`config.mk`:
```
export PLATFORM = sky130hd
export DESIGN_NAME = three_party_share_and_add_core_flat
export DESIGN_NICKNAME = d
export VERILOG_FILES = /design/src/sv/tpsa_pkg.sv /design/src/sv/tpsa_if.sv /design/src/sv/three_party_share_and_add_core.sv /design/src/flat_wrapper.sv
export SDC_FILE = /design/constraint.sdc
export NUM_CORES = 2
export LEC_CHECK = 0
export BUFFER_PORTS_ARGS = -buffer_cell sky130_fd_sc_hd__buf_2
export CAP_MARGIN = 10
export CELL_PAD_IN_SITES_DETAIL_PLACEMENT = 1
export CELL_PAD_IN_SITES_GLOBAL_PLACEMENT = 1
export CORE_UTILIZATION = 47
export CTS_CLUSTER_DIAMETER = 120
export DETAILED_ROUTE_END_ITERATION = 16
export GPL_TIMING_DRIVEN = 1
export PLACE_DENSITY = 0.86
export SYNTH_ARGS = -nofsm -noshare
export SYNTH_HDL_FRONTEND = slang
export SYNTH_SLANG_ARGS = --single-unit
```
`constraint.sdc`:
```
create_clock -name clock -period 40.1 [get_ports clock]
set_input_delay 2.005 -clock clock [delete_from_list [all_inputs] [get_ports clock]]
set_output_delay 2.005 -clock clock [all_outputs]
set_load 0.02 [all_outputs]
```
`src/sv/tpsa_pkg.sv`:
```
package tpsa_pkg;

   localparam int WordBits   = 32;
   localparam int Parties    = 3;
   localparam int CarrySteps = 31;
   localparam int ChunkSteps = 8;
   localparam int Chunks     = (CarrySteps + ChunkSteps - 1) / ChunkSteps;

   typedef logic [WordBits-1:0] word_type;

   typedef enum logic {
      OP_AND = 1'b0,
      OP_ADD = 1'b1
   } op_type;

   typedef struct packed {
      op_type                  op;
      word_type [Parties-1:0]  x;
      word_type [Parties-1:0]  y;
      word_type [Parties-1:0]  r;
      word_type [Parties-1:0]  c;
   } stage_type;

   // Runs one chunk of the shared ripple carry; chunk k covers bit steps
   // k*ChunkSteps to k*ChunkSteps+ChunkSteps-1, skipping any at or above CarrySteps.
   function automatic stage_type carry_chunk(stage_type s, int k);
      stage_type           o;
      logic [Parties-1:0]  a;
      logic [Parties-1:0]  b;
      logic [Parties-1:0]  nb;
      int                  i;
      int                  q;
      o = s;
      for (int j = 0; j < ChunkSteps; j++) begin
         i = k * ChunkSteps + j;
         if (i < CarrySteps) begin
            for (int p = 0; p < Parties; p++) begin
               a[p] = o.x[p][i] ^ o.c[p][i];
               b[p] = o.y[p][i] ^ o.c[p][i];
            end
            for (int p = 0; p < Parties; p++) begin
               q = (p + 1) % Parties;
               nb[p] = (a[p] & b[q]) ^ (a[q] & b[p]) ^ (a[p] & b[p])
                     ^ o.r[q][i] ^ o.c[p][i] ^ o.r[p][i];
            end
            for (int p = 0; p < Parties; p++) begin
               o.c[p][i+1] = nb[p];
            end
         end
      end
      return o;
   endfunction

   function automatic word_type shared_and(stage_type s, int p);
      int q;
      q = (p + 1) % Parties;
      return (s.x[p] & s.y[q]) ^ (s.x[q] & s.y[p]) ^ (s.x[p] & s.y[p])
           ^ s.r[p] ^ s.r[q];
   endfunction

endpackage

```
`src/sv/tpsa_if.sv`:
```
interface tpsa_req_if import tpsa_pkg::*; ();
   logic     valid;
   logic     ready;
   logic     opcode;
   word_type x_share0;
   word_type x_share1;
   word_type x_share2;
   word_type y_share0;
   word_type y_share1;
   word_type y_share2;
   word_type rand0;
   word_type rand1;
   word_type rand2;

   modport source (
      output valid, opcode, x_share0, x_share1, x_share2,
             y_share0, y_share1, y_share2, rand0, rand1, rand2,
      input  ready
   );
   modport sink (
      input  valid, opcode, x_share0, x_share1, x_share2,
             y_share0, y_share1, y_share2, rand0, rand1, rand2,
      output ready
   );
endinterface

interface tpsa_rsp_if import tpsa_pkg::*; ();
   logic     valid;
   logic     ready;
   word_type z_share0;
   word_type z_share1;
   word_type z_share2;
   word_type view_word0;
   word_type view_word1;
   word_type view_word2;

   modport source (
      output valid, z_share0, z_share1, z_share2,
             view_word0, view_word1, view_word2,
      input  ready
   );
   modport sink (
      input  valid, z_share0, z_share1, z_share2,
             view_word0, view_word1, view_word2,
      output ready
   );
endinterface

```
`src/sv/three_party_share_and_add_core.sv`:
```
// Channel   | Dir | Beat contents
// ----------+-----+-------------------------------------------------------
// req_chan  | in  | opcode, x_share0..2, y_share0..2, rand0..2
// rsp_chan  | out | z_share0..2, view_word0..2
//
// One gate per cycle sustained while rsp_chan is not stalled. From accept to rsp valid a gate passes the
// input register, four carry stages of up to 8 bit steps each, and the output register.
// The 31-step shared carry chain sets the depth.
// Synchronous reset clears only the valid bits.
// A stalled rsp beat freezes the whole pipe; req_chan.ready drops with it.
module three_party_share_and_add_core
   import tpsa_pkg::*;
(
   input  logic         clock,
   input  logic         reset,
   tpsa_req_if.sink     req_chan,
   tpsa_rsp_if.source   rsp_chan
);

   localparam int Depth = Chunks + 1;

   stage_type                stg_ff [Depth];
   stage_type                stg_in [Depth];
   logic      [Depth-1:0]    stg_valid_ff;

   word_type  [Parties-1:0]  z_ff,    z_in;
   word_type  [Parties-1:0]  view_ff, view_in;
   logic                     out_valid_ff;
   op_type                   out_op_ff;
   logic                     advance;

   assign advance        = !out_valid_ff || rsp_chan.ready;
   assign req_chan.ready = advance;

   always_comb begin
      stg_in[0].op   = op_type'(req_chan.opcode);
      stg_in[0].x[0] = req_chan.x_share0;
      stg_in[0].x[1] = req_chan.x_share1;
      stg_in[0].x[2] = req_chan.x_share2;
      stg_in[0].y[0] = req_chan.y_share0;
      stg_in[0].y[1] = req_chan.y_share1;
      stg_in[0].y[2] = req_chan.y_share2;
      stg_in[0].r[0] = req_chan.rand0;
      stg_in[0].r[1] = req_chan.rand1;
      stg_in[0].r[2] = req_chan.rand2;
      stg_in[0].c    = '0;
   end

   for (genvar k = 0; k < Chunks; k++) begin : g_chunk
      always_comb begin
         stg_in[k+1] = carry_chunk(stg_ff[k], k);
      end
   end

   always_ff @(posedge clock) begin
      if (reset) begin
         stg_valid_ff <= '0;
         out_valid_ff <= 1'b0;
      end else if (advance) begin
         stg_valid_ff <= {stg_valid_ff[Depth-2:0], req_chan.valid};
         out_valid_ff <= stg_valid_ff[Depth-1];
      end
   end

   always_ff @(posedge clock) begin
      if (advance) begin
         for (int s = 0; s < Depth; s++) begin
            stg_ff[s] <= stg_in[s];
         end
         z_ff      <= z_in;
         view_ff   <= view_in;
         out_op_ff <= stg_ff[Depth-1].op;
      end
   end

   always_comb begin
      for (int p = 0; p < Parties; p++) begin
         if (stg_ff[Depth-1].op == OP_ADD) begin
            z_in[p]    = stg_ff[Depth-1].x[p] ^ stg_ff[Depth-1].y[p]
                       ^ stg_ff[Depth-1].c[p];
            view_in[p] = stg_ff[Depth-1].c[p];
         end else begin
            z_in[p]    = shared_and(stg_ff[Depth-1], p);
            view_in[p] = z_in[p];
         end
      end
   end

   assign rsp_chan.valid      = out_valid_ff;
   assign rsp_chan.z_share0   = z_ff[0];
   assign rsp_chan.z_share1   = z_ff[1];
   assign rsp_chan.z_share2   = z_ff[2];
   assign rsp_chan.view_word0 = view_ff[0];
   assign rsp_chan.view_word1 = view_ff[1];
   assign rsp_chan.view_word2 = view_ff[2];

   a_and_view: assert property (@(posedge clock) disable iff (reset)
      out_valid_ff && out_op_ff == OP_AND |-> view_ff == z_ff)
      else $error("and beat: view words differ from output shares");

   a_carry_lsb: assert property (@(posedge clock) disable iff (reset)
      out_valid_ff && out_op_ff == OP_ADD |->
         !view_ff[0][0] && !view_ff[1][0] && !view_ff[2][0])
      else $error("add beat: carry bit 0 not zero");

   a_enter: assert property (@(posedge clock) disable iff (reset)
      req_chan.valid && req_chan.ready |=> stg_valid_ff[0])
      else $error("accepted beat missing from first stage");

   a_drain: assert property (@(posedge clock) disable iff (reset)
      advance && stg_valid_ff[Depth-1] |=> out_valid_ff)
      else $error("last stage beat lost before output register");

   a_hold: assert property (@(posedge clock) disable iff (reset)
      !advance |=> $stable(stg_valid_ff) && $stable(z_ff) && $stable(view_ff))
      else $error("pipe moved during stall");

endmodule

```
`src/flat_wrapper.sv`:
```
// flat-port wrapper written by rule: the top's interface ports become plain ports
module three_party_share_and_add_core_flat import tpsa_pkg::*;
  (clock, reset, req_chan_valid, req_chan_opcode, req_chan_x_share0, req_chan_x_share1, req_chan_x_share2, req_chan_y_share0, req_chan_y_share1, req_chan_y_share2, req_chan_rand0, req_chan_rand1, req_chan_rand2, req_chan_ready, rsp_chan_valid, rsp_chan_z_share0, rsp_chan_z_share1, rsp_chan_z_share2, rsp_chan_view_word0, rsp_chan_view_word1, rsp_chan_view_word2, rsp_chan_ready);
  tpsa_req_if req_chan_i ();
  tpsa_rsp_if rsp_chan_i ();
  input  logic clock;
  input  logic reset;
  input wire logic [$bits(req_chan_i.valid)-1:0] req_chan_valid;
  input wire logic [$bits(req_chan_i.opcode)-1:0] req_chan_opcode;
  input wire logic [$bits(req_chan_i.x_share0)-1:0] req_chan_x_share0;
  input wire logic [$bits(req_chan_i.x_share1)-1:0] req_chan_x_share1;
  input wire logic [$bits(req_chan_i.x_share2)-1:0] req_chan_x_share2;
  input wire logic [$bits(req_chan_i.y_share0)-1:0] req_chan_y_share0;
  input wire logic [$bits(req_chan_i.y_share1)-1:0] req_chan_y_share1;
  input wire logic [$bits(req_chan_i.y_share2)-1:0] req_chan_y_share2;
  input wire logic [$bits(req_chan_i.rand0)-1:0] req_chan_rand0;
  input wire logic [$bits(req_chan_i.rand1)-1:0] req_chan_rand1;
  input wire logic [$bits(req_chan_i.rand2)-1:0] req_chan_rand2;
  output wire logic [$bits(req_chan_i.ready)-1:0] req_chan_ready;
  output wire logic [$bits(rsp_chan_i.valid)-1:0] rsp_chan_valid;
  output wire logic [$bits(rsp_chan_i.z_share0)-1:0] rsp_chan_z_share0;
  output wire logic [$bits(rsp_chan_i.z_share1)-1:0] rsp_chan_z_share1;
  output wire logic [$bits(rsp_chan_i.z_share2)-1:0] rsp_chan_z_share2;
  output wire logic [$bits(rsp_chan_i.view_word0)-1:0] rsp_chan_view_word0;
  output wire logic [$bits(rsp_chan_i.view_word1)-1:0] rsp_chan_view_word1;
  output wire logic [$bits(rsp_chan_i.view_word2)-1:0] rsp_chan_view_word2;
  input wire logic [$bits(rsp_chan_i.ready)-1:0] rsp_chan_ready;
  assign req_chan_i.valid = req_chan_valid;
  assign req_chan_i.opcode = req_chan_opcode;
  assign req_chan_i.x_share0 = req_chan_x_share0;
  assign req_chan_i.x_share1 = req_chan_x_share1;
  assign req_chan_i.x_share2 = req_chan_x_share2;
  assign req_chan_i.y_share0 = req_chan_y_share0;
  assign req_chan_i.y_share1 = req_chan_y_share1;
  assign req_chan_i.y_share2 = req_chan_y_share2;
  assign req_chan_i.rand0 = req_chan_rand0;
  assign req_chan_i.rand1 = req_chan_rand1;
  assign req_chan_i.rand2 = req_chan_rand2;
  assign req_chan_ready = req_chan_i.ready;
  assign rsp_chan_valid = rsp_chan_i.valid;
  assign rsp_chan_z_share0 = rsp_chan_i.z_share0;
  assign rsp_chan_z_share1 = rsp_chan_i.z_share1;
  assign rsp_chan_z_share2 = rsp_chan_i.z_share2;
  assign rsp_chan_view_word0 = rsp_chan_i.view_word0;
  assign rsp_chan_view_word1 = rsp_chan_i.view_word1;
  assign rsp_chan_view_word2 = rsp_chan_i.view_word2;
  assign rsp_chan_i.ready = rsp_chan_ready;
  three_party_share_and_add_core u_core (.clock(clock), .reset(reset), .req_chan(req_chan_i), .rsp_chan(rsp_chan_i));
endmodule
```
* Word-level counts from Yosys, hierarchy flattened *
Memories as Yosys holds them, arrays and structs flattened.
Cells that the tools add are included.

operators by class
  divide/modulo/power cells = 0
  $mul = 0
  reductions and logical operators = 2
  muxes and demuxes = 8
  eq/ne operators = 0
  add/subtract/negate cells = 0
  shifts and indexed selects = 0
  order comparisons = 0
  bitwise gates (word level) = 957

operators by type and width
  cell                count
  bitwise XOR 1 bit   651
  bitwise XOR 32 bit  18
  bitwise AND 32 bit  9
  bitwise AND 1 bit   279
  two-way mux 32 bit  6
  two-way mux 1 bit   2
  zero test 1 bit     1
  logical OR 1 bit    1

storage, ports and cells
  logic and storage cells = 976
  register bits = 198
  latch bits = 0
  memory bits (writable) = 1925
  bits in read-only memories = 0
  memories kept = 1

memory list
  memory         depth  width  read ports  clocked after Yosys merged registers in  write ports  line                                  text
  u_core.stg_ff  5      385    5           0                                        5            three_party_share_and_add_core.sv:22  stage_type stg_ff [Depth];

* Longest topological paths before layout *
An unclocked memory read counts as a cell.

  depth in word-level cells = 57
  gate-level depth with buffers = 41
  mapped depth without buffers = 37

* Worst setup path before layout *
No wires, ideal clock.

  kind = input-to-reg
  start point = input rsp_chan_ready
  end point = register u_core.view_ff, in the netlist u_core.rsp_chan.view_word0[0], enable pin
  arrival time = 38.309 ns
  stages on the path = 2
  required time = 37.895 ns
  path slack = -0.414 ns
  path buffers = 0
  path through = nor2b_1 inv_1

between the ends
  longest elaborated chain between the ends = 1

ends and longest elaborated chain
  element                   line                                  text
  start, declared           flat_wrapper.sv:27                    input wire logic [$bits(rsp_chan_i.ready)-1:0] rsp_chan_ready;
  logical OR 1 bit          three_party_share_and_add_core.sv:32  assign advance = !out_valid_ff || rsp_chan.ready;
  named net req_chan_ready  flat_wrapper.sv:19                    output wire logic [$bits(req_chan_i.ready)-1:0] req_chan_ready;
  end signal, assigned      three_party_share_and_add_core.sv:71  view_ff <= view_in;
  end, declared             three_party_share_and_add_core.sv:27  word_type [Parties-1:0] view_ff, view_in;

The timed path passes the listed nets, and every way through them passes these cells.
A chain may end at the register's enable or synchronous reset.

==> results.toml <==
[run_status]
status = "complete, no violations"

[sta]
holdWs_ps = 377
fin_tns_setup_ps = 0
slew_headroom_pct = 20.9
layout_setup_ws_ps = 29080
max_freq_mhz = 90.8
fin_worst_skew_ps = 47.3
slew_viol_final = 0
period_needed_ps = 11020
rsz0062_at_grt = "false"
hold_viol = 0
tightest_slew_ps = 1190
setup_viol = 0
fin_crit_sh_pct = 27.5

[routing]
dr.pass1.iters = 6
routed_wl_mm = 188
drtIter0Drc = 3636
dr_total_vias = 44600
wl_per_cell_um = 23.5
detail-route-antenna-nets = 0
drc_errors = 0
post_drt_via_cell_ratio = 5.57

[critical_path]
critical_path_arrival_ps = 11570
critPathLaunchType = "flop"
max_stage_delay_ps = 740
crit_path_end_kind = "flop"
crit_slowest_cell = "nor4_1"
critPathMaxFanout = 11
required_ps = 40660
critPathKind = "flop to flop"
crit_buf_inv = 5
cp_top_family = "compound AO/OA/AOI/OAI gates"
crit_top_cell = "nor4_1"

[die]
die_w_um = 414
initial_utilization_pct = 47.5
die_area_mm2 = 0.171
fp.dieH_um = 414
rows = 150
core_area_mm2 = 0.168
ioPinCount = 487

[placed_design]
dp.cells = 7640
port_buffers = 486
hpwl_mm = 128
place_ws_ps = 29530
placedInstanceArea_mm2 = 0.0844
routabilityCongestion = 0.863

[global_routing]
met3_usage_pct = 3.27
grt_overflow = 0
use_met1_pct = 24.9
grt_busiest_layer = "met2"
grt_pass1_wl_mm = 283
track_usage_pct = 21.6
use_met2_pct = 39.2
grt_max_degree = 173
grt_pass1_vias = 47900
antenna_found_initial = 25

[logic_synthesis]
synth_fa_ha_area_share_pct = 1.52
synth_nets = 5468
yosysMostFrequentCell = "edfxtp_1"
synthesis.area_mm2 = 0.0796
synth-edff-count = 1874
synth-seq-cells = 1880
synth_top_family_by_area = "XOR/XNOR gates"
yosysSeqAreaShare_pct = 70.8
synth_cells = 5079
synth_area_leaders = "edfxtp_1 71%, xnor2_1 5.7%, xor2_1 3.2%"
synth-simple-area-share_pct = 6.84
yosys.area.top_type = "edfxtp_1"
yosys.area.top_type_share_pct = 70.7
ys_warn_count = 0
synth_compound_area_share_pct = 7.11
synth_xor_area_share_pct = 10.9
yosys-top-cells-count = "1874 x edfxtp_1, 521 x xnor2_1, 364 x nand2_1"
avgSynthCellArea_um2 = 15.7
muxShareOfSynthArea_pct = 1.36
yosys_most_used_dff = "edfxtp_1"
async_reset_ff_share_pct = 0
ys_types = 131

[final_layout]
fin_util_pct = 54.3
stdcell_count = 8011
stdcell_area_mm2 = 0.0910
nets = 6020
fillers = 15800
drive_gt1_share_pct = 16.4
area_delta_synth_final_pct = 14.2

[cts]
clk_pin_slew_worst_paths_ps = 60
insertion_delay_ps = 850
clock-sinks = 1880
ctsHoldBuffers = 0
cts_htree_levels = 4
cts_setup_buffers = 0
root_buffer = "clkbuf_16"
cts_tree = "built"
clockBufferDepth = 3
ctsResizeCount = 0
cts_made_buffers = 193

[pwr]
power.leakage_nw = 35.2
power_mw = 7.49
ir_drop_uv = 94.8
power.density_mw_per_mm2 = 82.4

[run]
maxCapViolCount = 0

[hold_path]
hp-class = "flop to flop"
[cells in the final DEF (no fill, tap or decap), types with 96 or more instances in the layout]
cell       netlist  routed
edfxtp_1      1874    1874
buf_2           15     486
inv_1          118     117
ha_1            96      96
xor2_1         291     291
a21o_1         202     202
nor2_1         228     228
clkbuf_16        0     194
xnor2_1        521     521
nand2_1        364     364
[flip-flops by register name, summed over array words and instances, names as in the netlist, 5 cells and up]
name                        cells
u_core.rsp_chan.view_word2     32
u_core.stg_ff                1682
u_core.stg_valid_ff             5
u_core.rsp_chan.view_word1     32
u_core.rsp_chan.z_share0       32
u_core.rsp_chan.z_share2       32
u_core.rsp_chan.view_word0     32
u_core.rsp_chan.z_share1       32
[final cells by class]
class | instances | area [µm²] | area share (%)
repair buffers | 515 | 2690 | 2.95
clock buffers | 216 | 4940 | 5.43
multi-input cells | 2907 | 22000 | 24.2
diodes | 14 | 35.0 | 0.0385
flip-flops and latches | 1880 | 56400 | 62.0
well taps | 2204 | 2760 | 3.03
clock inverters | 141 | 1580 | 1.73
inverters | 134 | 513 | 0.564
[worst paths after layout]
| path | startpoint | end | slack (ps) | depth (start not counted) |
|---|---|---|---|---|
| worst min register to register | u_core.stg_ff[0][635] | u_core.stg_ff[0][1020] | 380 | 0 |
| worst max register to register | u_core.stg_ff[0][818] | u_core.stg_ff[0][1179] | 29080 | 35 |
| worst min-delay path | u_core.stg_ff[0][635] | u_core.stg_ff[0][1020] | 380 | 0 |
| worst max-delay path | u_core.stg_ff[0][818] | u_core.stg_ff[0][1179] | 29080 | 35 |
[worst register-to-register path, delay by kind of cell, from the launching register on]
family | cells | cell delay (ps)
AO/OA/AOI/OAI | 15 | 4490
AND/OR/NAND/NOR | 8 | 2570
multiplexers | 1 | 210
XOR/XNOR | 6 | 1890
flip-flops | 1 | 540
buffers and inverters | 5 | 1030
[where the power goes]
| part | internal, mW | switching, mW |
|---|---|---|
| combinational | 1.11 | 1.77 |
| clock | 1.05 | 0.788 |
| sequential | 2.57 | 0.202 |
[cells by family after synthesis]
family / after synthesis
AOI/OAI and AO/OA: 749
xor gates and xnor gates: 883
DFF: 1880
buffers and inverters: 292
and+or+nand+nor: 1087
muxes: 91
adders and majority gates: 97
[routing by layer]
metal / part of all wire, % / routed length [µm]
met4: 4.7 / 8880
met5: 0.0069 / 13
met2: 53 / 99500
met1: 38 / 71800
met3: 4.3 / 8060
Power figures use the tool's default switching activity.
